==> src/hisf_pkg.sv <==
// ----------------------------------------------------------------------------
// hisf_pkg
// Shared types and codes of the hashed integer set filter.
// ----------------------------------------------------------------------------
package hisf_pkg;

	localparam int CFG_IDX_W = 4;

	localparam logic [1:0] OP_CLEAR  = 2'd0;
	localparam logic [1:0] OP_INSERT = 2'd1;
	localparam logic [1:0] OP_TEST   = 2'd2;

	localparam logic [CFG_IDX_W-1:0] CFG_MIN_VALUE  = CFG_IDX_W'(0);
	localparam logic [CFG_IDX_W-1:0] CFG_MAX_VALUE  = CFG_IDX_W'(1);
	localparam logic [CFG_IDX_W-1:0] CFG_HASH_MULT  = CFG_IDX_W'(2);
	localparam logic [CFG_IDX_W-1:0] CFG_SIZE_LOG2  = CFG_IDX_W'(3);

	localparam logic signed [63:0] MIN_VALUE_RST = 64'sh8000_0000_0000_0000;
	localparam logic signed [63:0] MAX_VALUE_RST = 64'sh7FFF_FFFF_FFFF_FFFF;
	localparam logic [63:0]        HASH_MULT_RST = 64'hC6A4_A793_5BD1_E995;
	localparam logic [3:0]         SIZE_LOG2_RST = 4'd10;

	typedef struct packed {
		logic [1:0]         opcode;
		logic signed [63:0] value;
	} in_word_t;

	typedef struct packed {
		logic passes;
		logic dropped;
	} out_word_t;

	typedef struct packed {
		logic signed [63:0] min_value;
		logic signed [63:0] max_value;
		logic [63:0]        hash_multiplier;
		logic [3:0]         table_size_log2;
	} cfg_regs_t;

	typedef struct packed {
		logic [1:0]         opcode;
		logic signed [63:0] value;
		logic               in_range;
	} job_t;

endpackage

==> src/hisf_hash.sv <==
// ----------------------------------------------------------------------------
// hisf_hash
// Accept stage: home slot from the product low bits and the range check.
// ----------------------------------------------------------------------------
module hisf_hash
	import hisf_pkg::*;
#(
	parameter int TABLE_DEPTH = 1024
) (
	input  logic      clk,
	input  logic      arst_n,
	input  logic      accept,
	input  in_word_t  in_word,
	input  cfg_regs_t regs,
	input  logic [$clog2(TABLE_DEPTH)-1:0] mask,
	output logic      job_vld_s1,
	output job_t      job_s1,
	output logic [$clog2(TABLE_DEPTH)-1:0] home_s1
);

	localparam int IDX_W = $clog2(TABLE_DEPTH);

	logic [IDX_W-1:0] prod_low;
	logic             in_range;

	// only the low index bits of the 64-bit product matter
	assign prod_low = IDX_W'(in_word.value[IDX_W-1:0] * regs.hash_multiplier[IDX_W-1:0]);
	assign in_range = ($signed(regs.min_value) <= $signed(in_word.value)) &&
	                  ($signed(in_word.value) <= $signed(regs.max_value));

	always_ff @(posedge clk or negedge arst_n) begin
		if (!arst_n) begin
			job_vld_s1 <= 1'b0;
		end else begin
			job_vld_s1 <= accept;
		end
	end

	always_ff @(posedge clk) begin
		if (accept) begin
			job_s1.opcode   <= in_word.opcode;
			job_s1.value    <= in_word.value;
			job_s1.in_range <= in_range;
			home_s1         <= prod_low & mask;
		end
	end

endmodule

==> config.mk <==
export PLATFORM = sky130hd
export DESIGN_NAME = hisf_hash
export DESIGN_NICKNAME = d
export VERILOG_FILES = /design/src/hisf_pkg.sv /design/src/hisf_hash.sv
export SDC_FILE = /design/constraint.sdc
export NUM_CORES = 1
export LEC_CHECK = 0
export CAP_MARGIN = 30
export CORE_AREA = 4 4 135 137
export DETAILED_ROUTE_END_ITERATION = 10
export DIE_AREA = 0 0 139 141
export DONT_BUFFER_PORTS = 1
export PLACE_DENSITY = 0.64
export SLEW_MARGIN = 40
export SYNTH_ARGS = -nofsm -noshare
export SYNTH_HDL_FRONTEND = slang
export SYNTH_SLANG_ARGS = --single-unit
export TNS_END_PERCENT = 50
==> constraint.sdc <==
create_clock -name clk -period 0.8 [get_ports clk]
set_input_delay 0.16 -clock clk [delete_from_list [all_inputs] [get_ports clk]]
set_output_delay 0.16 -clock clk [all_outputs]
set_load 0.05 [all_outputs]
==> impl_metrics.csv <==
group,metric,value,unit
worst_setup_path,start_kind,"primary input",
sta,setup_viol_count_final,87,
sta,min_period,3.42,ns
route,drc,0,
synth,yosys_warnings,0,
clock_tree,clk_path_buf_depth,2,
sta,holdWs,-0.101,ns
synth,seq_area_frac_synth,33.4,%
synth,synth_nets,1159,
place,portBuffers,0,
final_layout,stdcell_area,10800,µm²
synth,syn_area,7000,µm²
power_and_ir_drop,p_leak,5.05,nW
clock_tree,clock-sinks,78,
clock_tree,htreeDepth,3,
synth,ys_ff_latch,78,
place,placed_cell_area,9290,µm²
synth,async_flop_share,1.28,%
final_layout,nNetsFinal,1363,
clock_tree,cts_root_buf,"clkbuf_16",
sta,rsz0062_at_grt,"true",
route,drt_first_pass_iters,5,
sta,slew_viol_final,0,
place,dp_hpwl,17100,µm
floorplanning,start_util,41.0,%
power_and_ir_drop,p_per_area,1770,nW/µm²
worst_setup_path,critPathKind,"in -> reg",
worst_setup_path,crit_required,0.90,ns
route,vias,5988,
floorplanning,coreArea,17100,µm²
grt,overflow,0,
floorplanning,io_pins,353,
route,via_per_inst,5.23,
flow_run,maxCapViolations,0,
grt,grt_max_degree,79,
clock_tree,numCtsBuffers,9,
final_layout,diodes,0,
route,postRouteAntennaNets,0,
route,wl_per_cell,20.1,µm
synth,synth_edf_count,77,
sta,slew_headroom,66.8,%
hold_path,hp-class,"in -> reg",
synth,synth_area_leaders,"edfxtp_1, ha_1, inv_1",
grt,grt_pass1_wl,35300,µm
floorplanning,die_area,19600,µm²
clock_tree,clk_pin_slew,0.07,ns
synth,yosys.area.top_type_share,33.0,%
route,wl,23000,µm
sta,finalCritPeriodShare,428,%
grt,grt_usage,23.1,%
synth,synth_area_per_cell,9.86,µm²
sta,max_freq,0.292,GHz
worst_setup_path,crit_path_end_kind,"flop",
outcome,status,"complete, but fails checks",
sta,final-hold-violation-count,78,
grt,antenna_found_initial,0,
synth,ys_types,40,
outcome,violations,"negative hold slack, negative setup slack",
sta,setup_slack,-2.62,ns
synth,synthCells,710,
synth,synth_flop_cell,"edfxtp_1",
place,routabilityCongestion,0.848,
floorplanning,rows,48,
sta,finalSetupTns,-38.09,ns
floorplanning,dieHeight,141,µm
floorplanning,die_w,139,µm
synth,synth_largest_area_cell,"edfxtp_1",
grt,grt_pass1_vias,6647,
final_layout,fillers,1283,
final_layout,area_growth,54.7,%
final_layout,drive_gt1_share,24.8,%
worst_setup_path,critPathArrivalTime,3.52,ns
worst_setup_path,path_max_fanout,7,
power_and_ir_drop,ir_drop,1.89,mV
route,drt_iter0_drc,240,
clock_tree,cts_tree,"yes",
sta,tightest_slew,0.486,ns
per-stage QoR:
stage | util [%] | power, mW | hold WS, ns | std cells | setup WS [ns]
2_1_floorplan | - | 10.2 | -0.136 | 710 | -3.02
3_3_place_gp | 54.4 | 13.1 | -0.136 | 1061 | -3.00
3_5_place_dp | 54.4 | 13.3 | -0.136 | 1061 | -3.03
4_1_cts | 62.8 | 18.9 | -0.145 | 1143 | -2.66
5_1_grt | 63.5 | 20.2 | -0.130 | 1144 | -2.74
6_report | 63.5 | 19.2 | -0.101 | 1144 | -2.62
cells in the mapped netlist (all sizes together), types with 4 or more instances:
cell type	instances
fa	22
xnor2	18
a211oi	4
and4	10
xor2	5
a21oi	47
nand3	18
o21ai	20
nor2	8
ha	152
nor2b	5
nand4	21
a221oi	8
a21o	10
and2	25
edfxtp	77
nor3	5
inv	157
clkbuf	4
nand2	69
nor4	4
registers in the layout, indices dropped and copies added (netlist names):
register,count
job_s1,67
job_vld_s1,1
home_s1,10
cells by family after synthesis:
logic type	synth area share (%)
AO/OA/AOI/OAI	8.92
buffers and inverters	8.63
adder cells (fa/ha/maj)	33.5
XOR/XNOR	2.88
AND/OR/NAND/NOR	12.7
flip-flops	33.4
final timing paths:
path | depth (start not counted) | slack, ns | startpoint | to
min in group asynchronous | 1 | 0.02 | arst_n | job_vld_s1
worst max-delay path | 14 | -2.62 | in_word[6] | home_s1[9]
max in group asynchronous | 1 | 0.68 | arst_n | job_vld_s1
worst min-delay path | 0 | -0.10 | accept | job_vld_s1
routing by layer:
metal / part of all wire, % / vias to the layer above / global-route usage, %
li1: - / 2867 / -
met1: 34 / 2831 / 23.3
met2: 55 / 247 / 44.2
met3: 8.3 / 43 / 7.46
met4: 2.7 / 0 / 8.70
met5: 0 / - / 0
where the power goes:
part / switching, mW / internal, mW / leakage [nW]
sequential: 0.337 / 5.05 / 0.763
clock: 1.80 / 2.83 / 0.152
combinational: 4.30 / 4.87 / 4.14
total: 6.43 / 12.7 / 5.05
repair_timing:
action	in CTS	in global routing
hold buffers	66	1
buffers inserted	1	0
hold endpoints to repair	145	79
resized for setup	74	22
gates cloned	0	0
pin swaps	65	24
setup endpoints to repair	87	87
critical path: stages:
cell     delay, ns
nand2_8       0.04
fa_1          0.48
fa_1          0.51
inv_2         0.04
fa_1          0.49
fa_1          0.43
fa_2          0.37
xnor2_2       0.15
xnor2_1       0.19
xnor2_1       0.15
xnor2_1       0.15
xnor2_1       0.15
xnor2_1       0.07
and2_1        0.14
layout by cell type, fill, tap and decap left out, drive strengths merged, types with 5 or more instances in the layout:
master	n
clkbuf	11
dlygate4sd3	67
fa	22
a221oi	8
nor2b	5
edfxtp	77
and4	10
o21ai	20
xor2	5
nor2	8
xnor2	18
nand2	69
inv	156
ha	152
and2	25
nand4	21
nand3	18
a21o	10
nor3	5
buf	130
a21oi	47
layout make-up:
cell class | instances | area, µm² | area share [%]
flip-flops and latches | 78 | 2340 | 21.6
well taps | 225 | 282 | 2.60
clock inverters | 5 | 83.8 | 0.774
clock buffers | 11 | 243 | 2.24
inverters | 157 | 593 | 5.48
multi-input cells | 471 | 4650 | 42.9
repair buffers | 197 | 2650 | 24.4
(Power assumes the default switching activity.)
