==> src/hisf_pkg.sv <==
// ----------------------------------------------------------------------------
// hisf_pkg
// Shared types and codes of the hashed integer set filter.
// ----------------------------------------------------------------------------
package hisf_pkg;

	localparam int CFG_IDX_W = 4;

	localparam logic [1:0] OP_CLEAR  = 2'd0;
	localparam logic [1:0] OP_INSERT = 2'd1;
	localparam logic [1:0] OP_TEST   = 2'd2;

	localparam logic [CFG_IDX_W-1:0] CFG_MIN_VALUE  = CFG_IDX_W'(0);
	localparam logic [CFG_IDX_W-1:0] CFG_MAX_VALUE  = CFG_IDX_W'(1);
	localparam logic [CFG_IDX_W-1:0] CFG_HASH_MULT  = CFG_IDX_W'(2);
	localparam logic [CFG_IDX_W-1:0] CFG_SIZE_LOG2  = CFG_IDX_W'(3);

	localparam logic signed [63:0] MIN_VALUE_RST = 64'sh8000_0000_0000_0000;
	localparam logic signed [63:0] MAX_VALUE_RST = 64'sh7FFF_FFFF_FFFF_FFFF;
	localparam logic [63:0]        HASH_MULT_RST = 64'hC6A4_A793_5BD1_E995;
	localparam logic [3:0]         SIZE_LOG2_RST = 4'd10;

	typedef struct packed {
		logic [1:0]         opcode;
		logic signed [63:0] value;
	} in_word_t;

	typedef struct packed {
		logic passes;
		logic dropped;
	} out_word_t;

	typedef struct packed {
		logic signed [63:0] min_value;
		logic signed [63:0] max_value;
		logic [63:0]        hash_multiplier;
		logic [3:0]         table_size_log2;
	} cfg_regs_t;

	typedef struct packed {
		logic [1:0]         opcode;
		logic signed [63:0] value;
		logic               in_range;
	} job_t;

endpackage

==> src/hisf_cfg.sv <==
// ----------------------------------------------------------------------------
// hisf_cfg
// Configuration registers and the slot mask of the table size in use.
// ----------------------------------------------------------------------------
module hisf_cfg
	import hisf_pkg::*;
#(
	parameter int TABLE_DEPTH = 1024
) (
	input  logic                 clk,
	input  logic                 arst_n,
	input  logic                 cfg_valid,
	output logic                 cfg_ready,
	input  logic [CFG_IDX_W-1:0] cfg_index,
	input  logic [63:0]          cfg_data,
	output cfg_regs_t            regs,
	output logic [$clog2(TABLE_DEPTH)-1:0] mask
);

	localparam int IDX_W  = $clog2(TABLE_DEPTH);
	localparam int LG_MAX = $clog2(TABLE_DEPTH + 1) - 1;

	cfg_regs_t  regs_q;
	logic [4:0] lg_eff;

	assign cfg_ready = 1'b1;
	assign regs      = regs_q;

	always_ff @(posedge clk or negedge arst_n) begin
		if (!arst_n) begin
			regs_q.min_value       <= MIN_VALUE_RST;
			regs_q.max_value       <= MAX_VALUE_RST;
			regs_q.hash_multiplier <= HASH_MULT_RST;
			regs_q.table_size_log2 <= SIZE_LOG2_RST;
		end else if (cfg_valid && cfg_ready) begin
			unique case (cfg_index)
				CFG_MIN_VALUE: regs_q.min_value       <= $signed(cfg_data);
				CFG_MAX_VALUE: regs_q.max_value       <= $signed(cfg_data);
				CFG_HASH_MULT: regs_q.hash_multiplier <= cfg_data;
				CFG_SIZE_LOG2: regs_q.table_size_log2 <= cfg_data[3:0];
				default: ;
			endcase
		end
	end

	// size 0 acts as 1; clamp to the largest power of two that fits the table
	always_comb begin
		lg_eff = {1'b0, regs_q.table_size_log2};
		if (lg_eff == 5'd0)
			lg_eff = 5'd1;
		else if (lg_eff > 5'(LG_MAX))
			lg_eff = 5'(LG_MAX);
		for (int i = 0; i < IDX_W; i++)
			mask[i] = (5'(i) < lg_eff);
	end

endmodule

==> config.mk <==
export PLATFORM = sky130hd
export DESIGN_NAME = hisf_cfg
export DESIGN_NICKNAME = d
export VERILOG_FILES = /design/src/hisf_pkg.sv /design/src/hisf_cfg.sv
export SDC_FILE = /design/constraint.sdc
export NUM_CORES = 1
export LEC_CHECK = 0
export ABC_CLOCK_PERIOD_IN_PS = 3700
export BUFFER_PORTS_ARGS = -buffer_cell sky130_fd_sc_hd__buf_4
export CAP_MARGIN = 20
export CORE_UTILIZATION = 40
export CTS_CLUSTER_SIZE = 8
export DETAILED_ROUTE_END_ITERATION = 10
export GPL_TIMING_DRIVEN = 1
export PLACE_DENSITY = 0.77
export SETUP_SLACK_MARGIN = 0.1
export SLEW_MARGIN = 30
export SYNTH_ARGS = -nofsm -noshare
export SYNTH_HDL_FRONTEND = slang
export SYNTH_SLANG_ARGS = --single-unit
==> constraint.sdc <==
create_clock -name clk -period 3.7 [get_ports clk]
set_clock_uncertainty 0.2 [all_clocks]
set_input_delay 0.74 -clock clk [delete_from_list [all_inputs] [get_ports clk]]
set_output_delay 0.74 -clock clk [all_outputs]
set_load 0.01 [all_outputs]
==> results of run 1 <==
==> routing by layer <==
metal | GRT usage | up-vias | routed length (µm)
li1 | - | 2068 | -
met1 | 0.225 | 2367 | 7070
met2 | 0.312 | 180 | 8640
met3 | 0.0551 | 29 | 1170
met4 | 0.0690 | 0 | 386
met5 | 0 | - | 0
==> through the flow <==
stage,instance area [µm²],cells
after detailed placement,9830,917
after CTS,10400,949
after global routing,10400,949
final,10400,949
after floorplan,7560,431
after global placement,9830,917
==> cell families (layout without fill, tap and decap cells) <==
logic type      after synthesis  after routing  synth area share
compound gates                6              6           0.00629
buf+inv                      23            312            0.0265
other cells                   1              2          0.000496
flops                       196            196             0.666
simple gates                  8              8           0.00894
mux                         196            196             0.292
==> cells in the final DEF, fill, tap and decap left out <==
| master | n |
|---|---|
| a21o_1 | 3 |
| a31o_2 | 1 |
| and2b_2 | 1 |
| buf_12 | 5 |
| buf_4 | 274 |
| clkbuf_16 | 17 |
| clkbuf_8 | 2 |
| clkinv_2 | 1 |
| clkinv_4 | 3 |
| clkinv_8 | 2 |
| clkinvlp_4 | 1 |
| conb_1 | 2 |
| dfrtp_1 | 96 |
| dfstp_2 | 100 |
| inv_6 | 4 |
| inv_8 | 3 |
| mux2_1 | 120 |
| mux2_2 | 76 |
| nand2_8 | 1 |
| nand2b_1 | 1 |
| nand4bb_1 | 1 |
| nor4b_2 | 2 |
| o21a_1 | 1 |
| o31a_1 | 1 |
| or2_2 | 1 |
| or3_1 | 1 |
==> area by class of cell <==
cell class	count	area (µm²)	area share
Clock buffer	18	439	0.0422
Clock inverter	14	140	0.0135
Multi-Input combinational cell	212	2350	0.226
Sequential cell	196	5030	0.483
Tap cell	229	287	0.0275
Timing Repair Buffer	280	2170	0.208
==> worst paths after layout <==
check	from	end	slack, ps	depth (start not counted)
worst min register to register	regs[171]	regs[171]	290	1
worst max register to register	regs[2]	regs[2]	2590	1
min in group clk	regs[171]	regs[171]	290	1
worst max-delay path	cfg_index[0]	regs[144]	1120	5
worst min-delay path	arst_n	regs[142]	160	1
max in group asynchronous	arst_n	regs[66]	2320	2
==> report_power, final <==
group / leakage (nW) / internal (mW) / switching, mW
clock: 0.283 / 0.915 / 0.869
combinational: 2.32 / 1.00 / 0.740
sequential: 2.23 / 2.83 / 0.299
==> results.yml, run 1 <==
synth:
  yosys-top-cells-area: "dfstp_2 (35%), dfrtp_1 (32%), mux2_1 (18%), mux2_2 (11%), buf_8 (1.2%)"
  synth.most_common_cell: "mux2_1"
  ys_ff_latch: 196
  synth_common_cells: "mux2_1 (120), dfstp_2 (100), dfrtp_1 (96)"
  yosysSeqAreaShare: 0.666
  ys_types: 22
  async_flop_share: 1.00
  synth_top_cell_by_area: "dfstp_2"
  synth_area_um2: 7560
  synth_top_area_frac: 0.348
  yosysWarnings: 0
  avgSynthCellArea_um2: 17.6
  syn_inst: 430
  synth_edf_count: 0
  ys.flop_type: "dfstp_2"
placed_design:
  routabilityCongestion: 0.761
  place_ws_ps: 807
  io_buffers: 275
  post-dp-hpwl_mm: 12.2
worst_setup_path:
  worstSetupPathType: "primary input to flip-flop"
  cp_num_buf_inv: 2
  cp_max_fo: 27
  end_kind: "flip-flop"
  crit_family: "simple AND/OR/NAND/NOR gates"
  cpPeakStageDelay_ps: 620
  worstSetupStartpointType: "primary input"
  slowest_stage: "and2b_2"
  arrival_ps: 2680
  path_cells: "buf_4, nor4b_2, and2b_2, buf_12, mux2_1"
  crit_required_ps: 3800
worst_hold_path:
  hold_class: "primary input to async pin"
sta:
  hold_ws_ps: 156
  hold_viol_final: 0
  maxSlewHeadroom: 0.558
  slew_viol_final: 0
  finalSetupViolations: 0
  period_needed_ps: 2580
  worst_slack_ps: 1120
  rsz0062_at_grt: "no"
  tns_ps: 0
  tightest_slew_ps: 663
  fmax_ghz: 0.388
  fin_crit_sh: 0.697
drt:
  drtIter0Drc: 96
  drc: 0
  vias: 4644
  antenna_left: 0
  detail_route.wirelength_mm: 17.3
  post_drt_wl_per_cell_um: 18.2
  dr.pass1.iters: 4
  via_per_inst: 4.89
die:
  ios: 278
  dieArea_um2: 19400
  die_y_um: 139
  die_width_um: 139
  start_util: 0.415
  rows: 49
  core_region_area_um2: 18200
clock_tree:
  cts_root_buf: "clkbuf_16"
  htreeDepth: 4
  numCtsBuffers: 17
  clkSinkCount: 196
  cts_tree: "done"
  cts_buffer_depth: 2
  clock_latency_ps: 420
  cts.clk_slew.worst_paths_ps: 80
  cts_hold_buffers: 0
  cts_setup_buffers: 0
  cts_resized: 0
job:
  max_cap_viol_count: 0
status:
  status: "finished clean"
grt:
  grt_max_degree: 85
  grt_usage: 0.185
  overflow: 0
  grt_pass1_vias: 5140
  grt_pass1_wl_mm: 28.0
  antenna_found_initial: 0
finish:
  fin_util: 0.572
  fill_cells: 1471
  diodes: 0
  nNetsFinal: 778
  largest_reg_flops: 196
  syn_to_final_growth_pct: 37.9
  drive_above_1_share: 0.686
power:
  leakagePower_nw: 4.83
  pwr_density_cell_nw_per_um2: 638
  power_mw: 6.65
  vdd_drop_max_v: 0.000307
Power figures use the tool's default switching activity.
==> run 2, diff against run 1 <==
ABC_CLOCK_PERIOD_IN_PS = 2550   (was 3700)
clock period = 2.55 ns   (was 3.7 ns; I/O delays follow)
==> run 2 against run 1 <==
  * Sequential cell count is the same
  * Sequential power rose by 46%
  * Total power up 48%
  * Die area did not move
  * Combinational power up 46%
  * Global-route usage barely moved
  * Clock-buffer cell count grew 4
  * Highest routed layer unchanged
  * Non-clock buffer count rose by 6
  * Hold slack lost 38 ps
  * Clock power rose by 57%
  * Worst setup slack worse by 810 ps
  * Core utilization up 0.58 points
  * Largest cell class unchanged
==> results.yml, run 2 (synthesis gave the netlist of run 1 again) <==
clock_tree:
  cts_buffer_depth: 2
  clkSinkCount: 196
  cts_tree: "done"
  htreeDepth: 4
  clock_latency_ps: 420
  numCtsBuffers: 17
  cts_root_buf: "clkbuf_16"
  cts_resized: 0
  cts.clk_slew.worst_paths_ps: 70
worst_setup_path:
  worstSetupStartpointType: "flip-flop"
  arrival_ps: 1530
  worstSetupPathType: "flip-flop to primary output"
  end_kind: "primary output"
  cp_max_fo: 9
  path_cells: "or2_2, a21o_1, buf_4"
  crit_required_ps: 1840
  slowest_stage: "dfrtp_1"
  crit_family: "flip-flops"
  path_depth: 3
  worstRegToRegCells: 1
  cpPeakStageDelay_ps: 480
  cp_num_buf_inv: 1
finish:
  diodes: 0
  final_common_cell: "buf_4"
  final_cell_mix: "buf_4 (277), mux2_1 (120), dfstp_2 (100), dfrtp_1 (96), mux2_2 (76)"
  finalNonFillerCells: 955
  nNetsFinal: 784
  fin_util: 0.578
  fill_cells: 1439
  drive_above_1_share: 0.685
  largest_reg_flops: 196
  syn_to_final_growth_pct: 39.3
die:
  die_y_um: 139
  start_util: 0.415
  rows: 49
  die_width_um: 139
  dieArea_um2: 19400
  core_region_area_um2: 18200
  ios: 278
drt:
  dr.pass1.iters: 4
  via_per_inst: 4.93
  drc: 0
  detail_route.wirelength_mm: 17.6
  post_drt_wl_per_cell_um: 18.4
  drtIter0Drc: 115
  vias: 4712
  antenna_left: 0
sta:
  rsz0062_at_grt: "no"
  hold_viol_final: 0
  maxSlewHeadroom: 0.645
  fin_crit_sh: 0.877
  tns_ps: 0
  fmax_ghz: 0.447
  slew_viol_final: 0
  tightest_slew_ps: 532
  period_needed_ps: 2240
  finalSetupViolations: 0
grt:
  grt_use_met3: 0.0657
  overflow: 0
  grt_pass1_wl_mm: 28.0
  top_usage_layer: "met2"
  grt_use_met2: 0.313
  antenna_found_initial: 0
  met1_usage: 0.221
  grt_pass1_vias: 5079
  grt_usage: 0.185
  grt_max_degree: 65
job:
  max_cap_viol_count: 0
power:
  leakagePower_nw: 4.90
  power_mw: 9.87
  pwr_density_cell_nw_per_um2: 938
  vdd_drop_max_v: 0.000596
placed_design:
  dp.cells: 922
  io_buffers: 275
  routabilityCongestion: 0.780
  post-dp-hpwl_mm: 12.5
worst_hold_path:
  hold_class: "primary input to flip-flop"
  min_path_cells: 2
status:
  status: "finished clean"
==> run 2: cell types whose count changed in the layout (fill, tap and decap cells not counted) <==
cell           previous run  this run
buf_12                    5         7
buf_4                   274       277
bufinv_16                 0         3
clkbuf_1                  0         2
clkbuf_8                  2         4
clkinv_2                  1         2
clkinv_8                  2         0
clkinvlp_4                1         0
dlygate4sd3_1             0         1
inv_6                     4         1
inv_8                     3         1
nand2_4                   0         1
nand2_8                   1         0
==> run 2: final cells by class <==
| type | count | area [µm²] | area share |
|---|---|---|---|
| sequential | 196 | 5030 | 0.478 |
| multi-input combinational | 212 | 2340 | 0.223 |
| timing repair buffer | 286 | 2240 | 0.213 |
| clock buffer | 22 | 474 | 0.0451 |
| tap | 229 | 287 | 0.0272 |
| clock inverter | 10 | 146 | 0.0139 |
==> run 2: timing repair <==
| item | in CTS | in global routing |
|---|---|---|
| hold buffers | 1 | 0 |
| buffers inserted | 0 | 0 |
| endpoints found under the hold margin | 32 | 0 |
| endpoints found under the setup margin | 0 | 0 |
==> run 2: report_power, final <==
group,total (mW),switching [mW],leakage [nW],internal (mW)
clock,2.79,1.15,0.307,1.64
sequential,4.54,0.435,2.23,4.10
combinational,2.54,1.08,2.37,1.46
==> run 2: path summary, 6_finish.rpt <==
path	from	to	slack, ps
worst max-delay path	regs[2]	mask[2]	310
worst min-delay path	cfg_data[53]	regs[57]	120
worst max register to register	regs[2]	regs[2]	1450
worst min register to register	regs[156]	regs[156]	290
max in group asynchronous	arst_n	regs[87]	970
min in group asynchronous	arst_n	regs[143]	440
==> run 2: per-stage QoR <==
| step | instance area, µm² | hold slack, ps | setup WS (ps) |
|---|---|---|---|
| final | 10500 | 118 | 314 |
| after global routing | 10500 | 100 | 253 |
| after floorplan | 7560 | 14.4 | 632 |
| after global placement | 9890 | 271 | 173 |
| after detailed placement | 9890 | 277 | 143 |
| after CTS | 10500 | 99.8 | 288 |
==> run 2: routing by layer <==
| layer | up-vias | wire length, µm |
|---|---|---|
| li1 | 2087 | - |
| met1 | 2421 | 7150 |
| met2 | 181 | 8930 |
| met3 | 23 | 1210 |
| met4 | 0 | 306 |
| met5 | - | 0 |
==> run 3, diff against run 2 <==
--- a/config.mk
+++ b/config.mk
@@ -15,2 +15,3 @@
 export PLACE_DENSITY = 0.77
+export REMOVE_ABC_BUFFERS = 1
 export SETUP_SLACK_MARGIN = 0.1
--- a/constraint.sdc
+++ b/constraint.sdc
@@ -4,2 +4,2 @@
 set_output_delay 0.51 -clock clk [all_outputs]
-set_load 0.01 [all_outputs]
+set_load 0.05 [all_outputs]
==> run 3 against run 2 <==
  * Non-clock buffer count rose by 2
  * Wire length rose by 0.17%
  * Sequential power barely moved
==> results.yml, run 3 (synthesis gave the netlist of run 1 again) <==
status:
  status: "finished clean"
grt:
  grt_pass1_wl_mm: 28.2
  antenna_found_initial: 0
  grt_pass1_vias: 5138
  grt_usage: 0.187
  grt_max_degree: 65
  overflow: 0
clock_tree:
  clkSinkCount: 196
  cts_resized: 0
  numCtsBuffers: 17
  cts_root_buf: "clkbuf_16"
  htreeDepth: 4
  cts_setup_buffers: 0
  cts_hold_buffers: 1
  cts.clk_slew.worst_paths_ps: 70
  clock_latency_ps: 420
  cts_tree: "done"
  cts_buffer_depth: 2
power:
  power_mw: 12.5
  vdd_drop_max_v: 0.000587
  pwr_density_cell_nw_per_um2: 1180
  leakagePower_nw: 4.90
sta:
  worst_slack_ps: 277
  finalSetupViolations: 0
  hold_viol_final: 0
  tightest_slew_ps: 520
  fmax_ghz: 0.440
  maxSlewHeadroom: 0.653
  period_needed_ps: 2270
  rsz0062_at_grt: "no"
  slew_viol_final: 0
  fin_crit_sh: 0.892
placed_design:
  place_ws_ps: 308
  routabilityCongestion: 0.842
  dp.cells: 924
  io_buffers: 275
  post-dp-hpwl_mm: 12.7
drt:
  post_drt_wl_per_cell_um: 18.4
  dr.pass1.iters: 4
  antenna_left: 0
  drc: 0
  detail_route.wirelength_mm: 17.6
  vias: 4752
  via_per_inst: 4.97
  drtIter0Drc: 114
finish:
  diodes: 0
  syn_to_final_growth_pct: 39.3
  final_cell_mix: "buf_4 (281), mux2_1 (120), dfstp_2 (100), dfrtp_1 (96), mux2_2 (76)"
  largest_reg_flops: 196
  nNetsFinal: 786
  drive_above_1_share: 0.683
  finalNonFillerCells: 957
  fin_util: 0.578
  final_common_cell: "buf_4"
worst_setup_path:
  worstRegToRegCells: 1
  r2r_start: "regs[2]"
  cp-endpoint: "mask[2]"
  slowest_stage: "dfrtp_1"
  path_depth: 3
  cp_num_buf_inv: 1
  arrival_ps: 1560
  worstSetupPathType: "flip-flop to primary output"
  cp-startpoint: "regs[2]"
  worstSetupStartpointType: "flip-flop"
  r2r-end: "regs[2]"
  cpPeakStageDelay_ps: 470
  end_kind: "primary output"
  path_cells: "or2_2, a21o_1, buf_4"
  cp_max_fo: 9
  crit_required_ps: 1840
  crit_family: "flip-flops"
  ff2ff_setup_slack_ps: 1470
die:
  dieArea_um2: 19400
  rows: 49
  die_width_um: 139
  ios: 278
  die_y_um: 139
  core_region_area_um2: 18200
  start_util: 0.415
worst_hold_path:
  holdCritStartpoint: "cfg_data[9]"
  hold_class: "primary input to flip-flop"
  min_path_cells: 2
job:
  max_cap_viol_count: 0
run 3: changes by cell type in the layout (fill, tap and decap cells not counted), sizes merged:
cell    change
clkinv      -4
buf         +3
bufinv      +2
inv         +2
clkbuf      -1
run 3: power breakdown:
part / switching (mW) / internal, mW / total, mW
clock network: 1.13 / 1.78 / 2.91
registers: 0.441 / 4.10 / 4.54
logic: 3.48 / 1.52 / 5.00
run 3: per-layer routing:
metal,up-vias,GRT usage,wire [µm]
met5,-,0,0
met4,0,0.0743,359
met3,29,0.0578,1240
met2,196,0.314,8880
met1,2430,0.225,7150
li1,2097,-,-
run 3: worst min path at each step:
stage                end  slack, ps
2_1_floorplan    regs[0]         10
3_3_place_gp   regs[134]        270
3_5_place_dp   regs[156]        280
4_1_cts         regs[13]        100
5_1_grt         regs[13]        100
6_report        regs[13]        120
run 3: through the flow:
step	instance area [µm²]	setup TNS, ps	hold WS [ps]
2_1_floorplan	7360	-403230	14.4
3_3_place_gp	9870	0	270
3_5_place_dp	9870	0	276
4_1_cts	10500	0	96.4
5_1_grt	10500	0	98.2
6_report	10500	0	117
run 3: cell type report:
| cell class | count | area (µm²) |
|---|---|---|
| clock buffer | 22 | 454 |
| clock inverter | 10 | 190 |
| fill | 1459 | 7680 |
| multi-input combinational | 212 | 2340 |
| sequential | 196 | 5030 |
| tap | 229 | 287 |
| timing repair buffer | 288 | 2230 |
